### src/ipv4ocf_pkg.sv
`default_nettype none
// ----------------------------------------------------------------------------
// ipv4ocf_pkg
// Shared types, option codes and helpers for the IPv4 option copy filter.
// ----------------------------------------------------------------------------
package ipv4ocf_pkg;

  // Largest option area accepted; longer lengths saturate to this
  localparam logic [5:0] MAX_OPTION_BYTES = 6'd40;

  // Most result words one input word can cause (type, length, pad)
  localparam int MAX_RESULTS = 3;
  localparam int RES_CNT_W   = $clog2(MAX_RESULTS + 1);
  localparam int RES_IDX_W   = $clog2(MAX_RESULTS);

  // Option type codes and masks
  localparam logic [7:0] OPT_END       = 8'h00;
  localparam logic [7:0] OPT_NOP       = 8'h01;
  localparam logic [7:0] OPT_COPY_MASK = 8'h80;
  localparam logic [7:0] MIN_OPT_LEN   = 8'd2;
  localparam logic [1:0] CNT_MASK      = 2'h3;

  typedef enum logic [1:0] {
    MODE_TYPE = 2'd0,
    MODE_LEN  = 2'd1,
    MODE_BODY = 2'd2,
    MODE_STOP = 2'd3
  } parse_mode_t;

  typedef struct packed {
    logic [7:0] opt_byte;
    logic [5:0] area_length;
    logic       first_byte;
  } in_word_t;

  typedef struct packed {
    logic [7:0] out_byte;
    logic       byte_valid;
    logic       is_pad;
    logic       area_done;
    logic       run_last;
  } out_word_t;

  // Result words caused by one input word, in delivery order
  typedef struct packed {
    out_word_t [MAX_RESULTS-1:0] slot;
    logic [RES_CNT_W-1:0]        count;
  } burst_t;

  function automatic out_word_t make_word(input logic [7:0] b, input logic valid,
                                          input logic pad);
    out_word_t w;
    w.out_byte   = b;
    w.byte_valid = valid;
    w.is_pad     = pad;
    w.area_done  = 1'b0;
    w.run_last   = 1'b0;
    return w;
  endfunction

endpackage
`default_nettype wire

### src/ipv4ocf_in_if.sv
`default_nettype none
// ----------------------------------------------------------------------------
// ipv4ocf_in_if
// Option byte channel: valid/ready handshake with one option area byte.
// ----------------------------------------------------------------------------
interface ipv4ocf_in_if;
  logic       valid;
  logic       ready;
  logic [7:0] opt_byte;
  logic [5:0] area_length;
  logic       first_byte;

  modport source (output valid, opt_byte, area_length, first_byte, input ready);
  modport sink   (input valid, opt_byte, area_length, first_byte, output ready);
endinterface
`default_nettype wire

### src/ipv4ocf_out_if.sv
`default_nettype none
// ----------------------------------------------------------------------------
// ipv4ocf_out_if
// Copied byte channel: valid/ready handshake with one filtered result.
// ----------------------------------------------------------------------------
interface ipv4ocf_out_if;
  logic       valid;
  logic       ready;
  logic [7:0] out_byte;
  logic       byte_valid;
  logic       is_pad;
  logic       area_done;
  logic       run_last;

  modport source (output valid, out_byte, byte_valid, is_pad, area_done, run_last,
                  input ready);
  modport sink   (input valid, out_byte, byte_valid, is_pad, area_done, run_last,
                  output ready);
endinterface
`default_nettype wire

### src/ipv4ocf_parser.sv
`default_nettype none
// ----------------------------------------------------------------------------
// ipv4ocf_parser
// Option parse state and per-byte decode: turns one area byte into the
// result words it causes and advances the parse state when told to.
// ----------------------------------------------------------------------------
module ipv4ocf_parser (
  input  wire logic                clk,
  input  wire logic                rst,
  input  wire logic                advance,
  input  wire ipv4ocf_pkg::in_word_t word,
  output ipv4ocf_pkg::burst_t       burst
);
  import ipv4ocf_pkg::*;

  // Parse state
  logic [5:0]  bytes_remaining, bytes_remaining_next;
  logic [5:0]  option_left, option_left_next;
  parse_mode_t parse_mode, parse_mode_next;
  logic [7:0]  held_type, held_type_next;
  logic        copy_current, copy_current_next;
  logic [1:0]  copied_count_low, copied_count_low_next;

  // State as seen by this byte, after a possible area restart
  logic [5:0]  eff_br, eff_ol, alen;
  parse_mode_t eff_md;
  logic [7:0]  eff_ht;
  logic        eff_cc;
  logic [1:0]  eff_cnt;
  logic        len_ok;
  logic [1:0]  nvalid;

  // Restart the area on a first byte; clamp the area length
  always_comb begin
    alen = word.area_length;
    if (alen == 6'd0) begin
      alen = 6'd1;
    end else if (alen > MAX_OPTION_BYTES) begin
      alen = MAX_OPTION_BYTES;
    end
    eff_br  = bytes_remaining;
    eff_ol  = option_left;
    eff_md  = parse_mode;
    eff_ht  = held_type;
    eff_cc  = copy_current;
    eff_cnt = copied_count_low;
    if (word.first_byte) begin
      eff_br  = alen;
      eff_ol  = 6'd0;
      eff_md  = MODE_TYPE;
      eff_ht  = 8'd0;
      eff_cc  = 1'b0;
      eff_cnt = 2'd0;
    end
  end

  // Length byte must be at least 2 and fit in the area from the type byte on
  assign len_ok = (word.opt_byte >= MIN_OPT_LEN) &&
                  ({1'b0, word.opt_byte} <= ({3'b000, eff_br} + 9'd1));

  // Next parse state
  always_comb begin
    bytes_remaining_next = eff_br;
    option_left_next     = eff_ol;
    parse_mode_next      = eff_md;
    held_type_next       = eff_ht;
    copy_current_next    = eff_cc;
    if (eff_br != 6'd0) begin
      bytes_remaining_next = eff_br - 6'd1;
      unique case (eff_md)
        MODE_TYPE: begin
          if (word.opt_byte == OPT_END) begin
            parse_mode_next = MODE_STOP;
          end else if (word.opt_byte == OPT_NOP) begin
            parse_mode_next = MODE_TYPE;
          end else if (eff_br < 6'd2) begin
            parse_mode_next = MODE_STOP;
          end else begin
            held_type_next    = word.opt_byte;
            copy_current_next = (word.opt_byte & OPT_COPY_MASK) != 8'd0;
            parse_mode_next   = MODE_LEN;
          end
        end
        MODE_LEN: begin
          if (!len_ok) begin
            parse_mode_next = MODE_STOP;
          end else begin
            option_left_next = 6'(word.opt_byte - MIN_OPT_LEN);
            parse_mode_next  = (option_left_next != 6'd0) ? MODE_BODY : MODE_TYPE;
          end
        end
        MODE_BODY: begin
          option_left_next = eff_ol - 6'd1;
          if (option_left_next == 6'd0) begin
            parse_mode_next = MODE_TYPE;
          end
        end
        MODE_STOP: begin
          parse_mode_next = MODE_STOP;
        end
        default: begin
          parse_mode_next = MODE_STOP;
        end
      endcase
    end
    copied_count_low_next = (eff_cnt + nvalid) & CNT_MASK;
  end

  // Result words for this byte
  always_comb begin
    logic [RES_CNT_W-1:0] n;
    logic [1:0]           cnt_after;
    n         = '0;
    cnt_after = 2'd0;
    nvalid    = 2'd0;
    for (int i = 0; i < MAX_RESULTS; i++) begin
      burst.slot[i] = make_word(8'd0, 1'b0, 1'b0);
    end
    if (eff_br != 6'd0) begin
      case (eff_md)
        MODE_TYPE: begin
          if (word.opt_byte == OPT_NOP) begin
            burst.slot[RES_IDX_W'(n)] = make_word(word.opt_byte, 1'b1, 1'b0);
            n = n + 1'b1;
          end
        end
        MODE_LEN: begin
          if (len_ok && eff_cc) begin
            burst.slot[RES_IDX_W'(n)] = make_word(eff_ht, 1'b1, 1'b0);
            n = n + 1'b1;
            burst.slot[RES_IDX_W'(n)] = make_word(word.opt_byte, 1'b1, 1'b0);
            n = n + 1'b1;
          end
        end
        MODE_BODY: begin
          if (eff_cc) begin
            burst.slot[RES_IDX_W'(n)] = make_word(word.opt_byte, 1'b1, 1'b0);
            n = n + 1'b1;
          end
        end
        default: begin
        end
      endcase
      cnt_after = (eff_cnt + 2'(n)) & CNT_MASK;
      nvalid    = 2'(n);
      // Close the area: add one end-of-list pad byte if the copied count is not a 4-byte multiple, and mark the end
      if (eff_br == 6'd1) begin
        if (cnt_after != 2'd0) begin
          burst.slot[RES_IDX_W'(n)] = make_word(OPT_END, 1'b1, 1'b1);
          n      = n + 1'b1;
          nvalid = nvalid + 2'd1;
        end
        if (n == '0) begin
          burst.slot[RES_IDX_W'(n)] = make_word(8'd0, 1'b0, 1'b0);
          n = n + 1'b1;
        end
        burst.slot[RES_IDX_W'(n - 1'b1)].area_done = 1'b1;
      end
      if (n != '0) begin
        burst.slot[RES_IDX_W'(n - 1'b1)].run_last = 1'b1;
      end
    end
    burst.count = n;
  end

  // Hold or advance the parse state
  always_ff @(posedge clk) begin
    if (rst) begin
      bytes_remaining  <= 6'd0;
      option_left      <= 6'd0;
      parse_mode       <= MODE_TYPE;
      held_type        <= 8'd0;
      copy_current     <= 1'b0;
      copied_count_low <= 2'd0;
    end else if (advance) begin
      bytes_remaining  <= bytes_remaining_next;
      option_left      <= option_left_next;
      parse_mode       <= parse_mode_next;
      held_type        <= held_type_next;
      copy_current     <= copy_current_next;
      copied_count_low <= copied_count_low_next;
    end
  end

endmodule
`default_nettype wire

### src/ipv4_option_copy_filter_unit.sv
`default_nettype none
// ----------------------------------------------------------------------------
// ipv4_option_copy_filter_unit
// Filters an IPv4 option area byte by byte and passes on NOPs and the options
// repeated in later fragments, plus one end-of-list pad byte when unaligned.
// ----------------------------------------------------------------------------
//  Channel        Dir  Word
//  option_bytes   in   opt_byte[8], area_length[6], first_byte
//  copied_bytes   out  out_byte[8], byte_valid, is_pad, area_done, run_last
//
//  One option byte can be taken every cycle. A byte is held in the input
//  register, then loads its 0 to 3 result words into the result slots,
//  which drain one word per cycle; a byte that causes two or three words
//  stalls the input side while they drain, if the next byte has results.
//  Reset (rst, synchronous) clears the parse state and empties both stages.
//  A stall on copied_bytes backs up into option_bytes.ready in the same cycle.
// ----------------------------------------------------------------------------
module ipv4_option_copy_filter_unit (
  input  wire logic  clk,
  input  wire logic  rst,
  ipv4ocf_in_if.sink   option_bytes,
  ipv4ocf_out_if.source copied_bytes
);
  import ipv4ocf_pkg::*;

  // Input register
  logic     s1_valid;
  in_word_t s1_word;

  // Result slots
  out_word_t            res_slot [MAX_RESULTS];
  logic [RES_IDX_W-1:0] res_ptr;
  logic [RES_CNT_W-1:0] res_left;

  burst_t burst;
  logic   res_free;
  logic   s1_move;
  logic   res_load;
  logic   out_take;
  logic   in_take;

  ipv4ocf_parser u_parser (
    .clk     (clk),
    .rst     (rst),
    .advance (s1_move),
    .word    (s1_word),
    .burst   (burst)
  );

  // Handshake control
  assign out_take = copied_bytes.valid && copied_bytes.ready;
  assign res_free = (res_left == '0) ||
                    ((res_left == RES_CNT_W'(1)) && copied_bytes.ready);
  assign s1_move  = s1_valid && ((burst.count == '0) || res_free);
  assign res_load = s1_move && (burst.count != '0);
  assign option_bytes.ready = !s1_valid || s1_move;
  assign in_take  = option_bytes.valid && option_bytes.ready;

  // Capture the input word
  always_ff @(posedge clk) begin
    if (rst) begin
      s1_valid <= 1'b0;
    end else if (option_bytes.ready) begin
      s1_valid <= option_bytes.valid;
    end
  end

  always_ff @(posedge clk) begin
    if (in_take) begin
      s1_word.opt_byte    <= option_bytes.opt_byte;
      s1_word.area_length <= option_bytes.area_length;
      s1_word.first_byte  <= option_bytes.first_byte;
    end
  end

  // Load a burst of results, or advance through the one held
  always_ff @(posedge clk) begin
    if (rst) begin
      res_ptr  <= '0;
      res_left <= '0;
    end else if (res_load) begin
      res_ptr  <= '0;
      res_left <= burst.count;
    end else if (out_take) begin
      res_ptr  <= res_ptr + 1'b1;
      res_left <= res_left - 1'b1;
    end
  end

  always_ff @(posedge clk) begin
    if (res_load) begin
      for (int i = 0; i < MAX_RESULTS; i++) begin
        res_slot[i] <= burst.slot[i];
      end
    end
  end

  // Drive the output word
  assign copied_bytes.valid      = (res_left != '0);
  assign copied_bytes.out_byte   = res_slot[res_ptr].out_byte;
  assign copied_bytes.byte_valid = res_slot[res_ptr].byte_valid;
  assign copied_bytes.is_pad     = res_slot[res_ptr].is_pad;
  assign copied_bytes.area_done  = res_slot[res_ptr].area_done;
  assign copied_bytes.run_last   = res_slot[res_ptr].run_last;

`ifndef SYNTHESIS
  // A stalled word keeps its slot
  a_stall_holds: assert property (@(posedge clk) disable iff (rst)
    copied_bytes.valid && !copied_bytes.ready |=> $stable(res_ptr))
    else $error("result pointer moved during stall");

  // The end of an area is also the last word of its byte
  a_done_is_last: assert property (@(posedge clk) disable iff (rst)
    copied_bytes.valid && copied_bytes.area_done |-> copied_bytes.run_last)
    else $error("area_done without run_last");

  // The pad word is a valid end-of-list byte
  a_pad_form: assert property (@(posedge clk) disable iff (rst)
    copied_bytes.valid && copied_bytes.is_pad |->
      copied_bytes.byte_valid && (copied_bytes.out_byte == OPT_END))
    else $error("malformed pad word");

  // A new burst never overwrites words still waiting
  a_load_free: assert property (@(posedge clk) disable iff (rst)
    res_load |-> (res_left == '0) || ((res_left == RES_CNT_W'(1)) && out_take))
    else $error("result burst loaded over pending words");
`endif

endmodule
`default_nettype wire
### src/flat_wrapper.sv
// flat-port wrapper written by rule: the top's interface ports become plain ports
module ipv4_option_copy_filter_unit_flat import ipv4ocf_pkg::*;
  (clk, rst, option_bytes_valid, option_bytes_opt_byte, option_bytes_area_length, option_bytes_first_byte, option_bytes_ready, copied_bytes_valid, copied_bytes_out_byte, copied_bytes_byte_valid, copied_bytes_is_pad, copied_bytes_area_done, copied_bytes_run_last, copied_bytes_ready);
  ipv4ocf_in_if option_bytes_i ();
  ipv4ocf_out_if copied_bytes_i ();
  input  wire logic clk;
  input  wire logic rst;
  input wire logic [$bits(option_bytes_i.valid)-1:0] option_bytes_valid;
  input wire logic [$bits(option_bytes_i.opt_byte)-1:0] option_bytes_opt_byte;
  input wire logic [$bits(option_bytes_i.area_length)-1:0] option_bytes_area_length;
  input wire logic [$bits(option_bytes_i.first_byte)-1:0] option_bytes_first_byte;
  output wire logic [$bits(option_bytes_i.ready)-1:0] option_bytes_ready;
  output wire logic [$bits(copied_bytes_i.valid)-1:0] copied_bytes_valid;
  output wire logic [$bits(copied_bytes_i.out_byte)-1:0] copied_bytes_out_byte;
  output wire logic [$bits(copied_bytes_i.byte_valid)-1:0] copied_bytes_byte_valid;
  output wire logic [$bits(copied_bytes_i.is_pad)-1:0] copied_bytes_is_pad;
  output wire logic [$bits(copied_bytes_i.area_done)-1:0] copied_bytes_area_done;
  output wire logic [$bits(copied_bytes_i.run_last)-1:0] copied_bytes_run_last;
  input wire logic [$bits(copied_bytes_i.ready)-1:0] copied_bytes_ready;
  assign option_bytes_i.valid = option_bytes_valid;
  assign option_bytes_i.opt_byte = option_bytes_opt_byte;
  assign option_bytes_i.area_length = option_bytes_area_length;
  assign option_bytes_i.first_byte = option_bytes_first_byte;
  assign option_bytes_ready = option_bytes_i.ready;
  assign copied_bytes_valid = copied_bytes_i.valid;
  assign copied_bytes_out_byte = copied_bytes_i.out_byte;
  assign copied_bytes_byte_valid = copied_bytes_i.byte_valid;
  assign copied_bytes_is_pad = copied_bytes_i.is_pad;
  assign copied_bytes_area_done = copied_bytes_i.area_done;
  assign copied_bytes_run_last = copied_bytes_i.run_last;
  assign copied_bytes_i.ready = copied_bytes_ready;
  ipv4_option_copy_filter_unit u_core (.clk(clk), .rst(rst), .option_bytes(option_bytes_i), .copied_bytes(copied_bytes_i));
endmodule
### config.mk
export PLATFORM = sky130hd
export DESIGN_NAME = ipv4_option_copy_filter_unit_flat
export DESIGN_NICKNAME = d
export VERILOG_FILES = /design/src/ipv4ocf_pkg.sv /design/src/ipv4ocf_in_if.sv /design/src/ipv4ocf_out_if.sv /design/src/ipv4ocf_parser.sv /design/src/ipv4_option_copy_filter_unit.sv /design/src/flat_wrapper.sv
export SDC_FILE = /design/constraint.sdc
export NUM_CORES = 1
export LEC_CHECK = 0
export BUFFER_PORTS_ARGS = -buffer_cell sky130_fd_sc_hd__buf_4
export CORE_MARGIN = 1.5
export CORE_UTILIZATION = 40
export DETAILED_ROUTE_END_ITERATION = 12
export MAX_ROUTING_LAYER = met4
export PLACE_DENSITY = 0.65
export SLEW_MARGIN = 20
export SYNTH_ARGS = -nofsm -noshare
export SYNTH_HDL_FRONTEND = slang
export SYNTH_HIERARCHICAL = 1
export SYNTH_SLANG_ARGS = --single-unit
### constraint.sdc
create_clock -name clk -period 13.75 [get_ports clk]
set_input_delay 0.6875 -clock clk [delete_from_list [all_inputs] [get_ports clk]]
set_output_delay 0.6875 -clock clk [all_outputs]
set_load 0.02 [all_outputs]
## Word-level counts from Yosys, hierarchy flattened

Memory sizes are Yosys's and may differ from the RTL's. A register that Yosys moved wholly into a read port is not among the register bits.
Index checks and enable logic that the tools add are counted.
W data, S select, Z words.

| cells by class | value |
|---|---|
| add/subtract/negate cells | 12 |
| order comparisons | 12 |
| equality and inequality tests | 6 |
| multiplexer cells | 79 |
| bitwise logic cells | 5 |
| reduce and logical (&&, ||, !) cells | 30 |

Operator list:

| operator | count |
|---|---|
| $mux W36 | 10 |
| $demux W12 S2 | 4 |
| $mux W12 | 7 |
| $bwmux W36 | 2 |
| $mux W2 | 27 |
| $mux W8 | 6 |
| $mux W6 | 7 |
| $and A36 B36 Y36 | 1 |
| $not A36 Y36 | 1 |
| $pmux W12 S3 | 1 |
| $and A20 B30 Y30 | 1 |
| $not A30 Y30 | 1 |
| $mux W24 | 1 |
| $logic_not A6 Y1 | 2 |
| $lt A2 B3 Y1 const B | 4 |
| $pmux W6 S2 | 1 |
| $reduce_bool A6 Y1 | 2 |
| $sub A6 B1 Y6 const B | 2 |
| $logic_and A1 B1 Y1 | 11 |
| $mux W1 | 11 |
| $reduce_bool A2 Y1 | 5 |
| $eq A8 B1 Y1 const B | 1 |
| $ge A2 B1 Y1 const B | 4 |
| $ge A8 B2 Y1 const B | 1 |
| 19 further kinds | 31 |

| storage, ports and cells | value |
|---|---|
| flip-flop bits (word level) | 45 |
| memory bits (writable) | 36 |
| bits of input ports | 19 |
| output and inout bits | 14 |
| memories | 1 |

Memories:

| memory | words | bits a word | rd ports | clocked after Yosys merged registers in | write ports | RTL line | source |
|---|---|---|---|---|---|---|---|
| u_core.res_slot | 3 | 12 | 1 | 1 | 3 | ipv4_option_copy_filter_unit.sv:31 | `out_word_t res_slot [MAX_RESULTS];` |

## Depth between registers and ports, before layout

| logic depth | value |
|---|---|
| depth in word-level cells | 31 |
| depth in mapped cells | 28 |

## Hierarchy

The synthesis kept the hierarchy.

Modules (own cells, without submodules):

| module | instances | cells each | area an instance (um^2) |
|---|---|---|---|
| ipv4ocf_parser | 1 | 372 | 2720.1 |
| ipv4_option_copy_filter_unit | 1 | 130 | 2124.5 |

## Least setup slack after synthesis

OpenSTA, ideal clock, no wires.

| timing | value |
|---|---|
| kind | register to register |
| from | register u_core/s1_word[6] (netlist name) |
| to | memory u_core/res_slot[0][0] (netlist name), enable pin |
| arrival time | 7.715 ns |
| required time | 13.261 ns |
| slack | 5.545 ns |
| stages on the path, launching flop included | 23 |
| buffers on the path | 0 |
| period minus slack after synthesis | 8.205 ns |
| path through | edfxtp_1 > nor3_1 > a221oi_1 > o21bai_1 > inv_1 > ha_1 > nand2_1 > or3_1 > ha_1 > nand4b_4 > or2_1 > a22o_1 > or3_4 > ha_1 > nor2_1 > o21ai_0 > inv_1 > ha_1 > and3_1 > a221o_1 > nor2_1 > nor2_1 > nor3b_1 |

RTL lines:

| what | RTL line | source |
|---|---|---|
| from (decl) | ipv4_option_copy_filter_unit.sv:28 | `in_word_t s1_word;` |
| to (decl) | ipv4_option_copy_filter_unit.sv:31 |  |

==> run summary <==
Setup WS post-layout: 6.125 ns
DR WL met2: 4628 um
Total power: 0.6261 mW
Setup bufs post-CTS: 0
Post-layout util: 45.71%
Cts hold-fix bufs: 0
Row cnt: 40
Area Growth Syn to Fin: 12.40%
DR iter-0 viols: 200
H-tree depth: 3
Setup WS pre-CTS: 6.255 ns
Final Hold Viols: 0
Synth Instances: 502
Total Negative Setup Slacks: 0 ns
Syn. warnings: 6
Port Buf Inserts: 32
Slew HR: 24.45%
DR vias/cell: 5.473
Top Layer Used: met4
Core ar.: 0.01191 mm^2
Synth Register Bits: 83
WL/cell: 15.18 um
Die area: 0.01278 mm^2
Clock transition at path regs: 0.06 ns
Ant. Diodes: 0
Crit-path max FO: 23
Placed cell count: 661
GP Congestion: 0.9154
Wl on met1: 4884 um
CTS Sinks: 83
Initial antenna violation count: 0
Tot GR Track Use: 16.87%
Later-pin clock latency in the skew report: 0.34 ns
Worst Tran Pin Value: 1.128 ns
Antenna Nets Post-Route: 0
Layout cell share with drive strength beyond 1: 10.94%
CTS tree: yes
Unrepaired setup endpoints after global routing: false
Startpoint Class: register
Static Leak: 2.143 nW
Hold_ws: 0.4718 ns
Area post-placement: 0.005156 mm^2
Final min period: 7.625 ns
Arr. time, crit path: 7.91 ns
First-pass GRT wire length: 16700 um
Critical path class: register to register
Number of global-route vias before repair: 3417
Die Wd: 113.1 um
PwrDens: 115.0 mW/mm^2
Synth cell types: 64
Post-synth EDFFs: 51
Pre-antenna DRT Iters: 6
Via Count: 3705
Post-cts sizing count: 0
CP required: 14.03 ns
Async S/R FF share, synth: 0%
Final Non-Filler Cells: 677
Skew final: 0.007190 ns
Most frequent cells in the layout: nand2_1 (51), edfxtp_1 (51), nor2_1 (44)
Setup violations, final: 0
Status: finished clean
Longest Clk Path Bufs: 2
GR Overflow Total: 0
Slew Limit Fails: 0
Starting Density: 40.67%
Average cell area after synthesis: 9.651 um^2
Ys flop type: edfxtp_1
# Max-Cap Violations: 0
WL final: 10280 um
Design area: 0.005445 mm^2
DRC: 0
Clock root cell: clkbuf_16
Max VDD drop: 0.00006473 V
Fin nets: 573
FILL cells: 1138
Hold Crit Class: register to register
Max Clk Rate: 0.1311 GHz
Die Span Y: 113.1 um
Largest net degree at the start of global routing: 40
Worst setup EP type: register
Seq/Total Area, Yosys: 44.83%
Detail Placement HPWL: 7451 um
IO Pins: 33
Mapped cell area: 0.004845 mm^2
Metal3 WL: 576 um
Num CTS Buffers: 9
Final period utilization: 55.46%
-- metal layers --
layer / global-route usage, % / up-vias
met4: 6.250 / 0
li1: - / 1860
met2: 25.58 / 128
met1: 22.37 / 1697
met3: 3.535 / 20
met5: - / -
-- where the power goes --
| group | leakage, nW | internal [mW] | switching, mW |
|---|---|---|---|
| logic | 1.22 | 0.0412 | 0.0592 |
| registers | 0.782 | 0.275 | 0.0130 |
| clock network | 0.139 | 0.140 | 0.0972 |
-- final timing paths --
check                                                                startpoint                                         endpoint  slack [ns]  depth (start not counted)
worst max register to register                      u_core/s1_word[0]$_DFFE_PP_        u_core/u_parser/held_type[5]$_SDFFE_PP0P_        6.12                         24
worst max-delay path                                u_core/s1_word[0]$_DFFE_PP_        u_core/u_parser/held_type[5]$_SDFFE_PP0P_        6.12                         24
worst min register to register  u_core/u_parser/bytes_remaining[1]$_SDFFE_PP0P_  u_core/u_parser/bytes_remaining[1]$_SDFFE_PP0P_        0.47                          2
worst min-delay path            u_core/u_parser/bytes_remaining[1]$_SDFFE_PP0P_  u_core/u_parser/bytes_remaining[1]$_SDFFE_PP0P_        0.47                          2
-- registers in the layout (all words and copies together) (netlist names), named ones only --
signal / count
u_core/u_parser/option_left: 6
u_core/u_parser/copy_current: 1
u_core/u_parser/bytes_remaining: 6
u_core/res_slot: 36
u_core/res_ptr: 2
u_core/s1_valid: 1
u_core/u_parser/held_type: 8
u_core/res_left: 2
u_core/s1_word: 15
u_core/u_parser/copied_count_low: 2
u_core/u_parser/parse_mode: 2
-- cells by family after synthesis --
group | after synthesis | synth area share, %
flip-flops | 83 | 44.83
other | 1 | 0.07741
adder cells (fa/ha/maj) | 29 | 7.490
AND/OR/NAND/NOR | 177 | 18.23
buffers and inverters | 55 | 5.243
XOR/XNOR | 16 | 2.893
AO/OA/AOI/OAI | 123 | 17.49
multiplexers | 18 | 3.745
-- cell usage after synthesis (7+ instances only) --
cell type	number	share of area (%)
edfxtp_1	51	32
a22oi_1	8	1.2
dfxtp_1	32	13
nor2_1	44	3.4
nor2b_1	8	1.0
and2_1	13	1.7
buf_4	11	1.7
a22o_1	16	2.9
nor3_1	15	1.5
nand2_1	51	4.0
xor2_1	7	1.3
mux2i_1	17	3.5
nand3_1	11	1.1
a31oi_1	7	0.90
inv_1	25	1.9
o21ai_0	33	3.4
ha_1	29	7.5
clkbuf_1	13	1.0
xnor2_1	9	1.6
a21oi_1	17	1.8
-- area by class of cell --
type	count	area [um^2]	area share (%)
Multi-Input combinational cell	372	2454	45.06
Sequential cell	83	2172	39.89
Timing Repair Buffer	33	247.7	4.550
Clock buffer	11	232.7	4.274
Tap cell	147	183.9	3.378
Inverter	26	98.84	1.815
Clock inverter	5	56.30	1.034
-- critical path: stages, from the launching register on --
cell      delay [ns]
edfxtp_1        0.82
inv_1           0.37
a221oi_1        0.29
o21bai_1        0.29
inv_1           0.16
ha_1            0.26
xor2_1          0.17
ha_1            0.36
nand4_1         0.12
or2_1           0.27
a22o_1          0.30
or3_4           0.38
ha_1            0.35
nor2_1          0.08
o21ai_0         0.39
inv_1           0.16
ha_1            0.32
and3_1          0.16
a221o_1         0.18
nor2_1          0.10
nor2_1          0.24
o21a_1          0.57
nand2_1         0.16
nor3_1          0.79
a22o_1          0.27
Power figures use the tool's default switching activity.
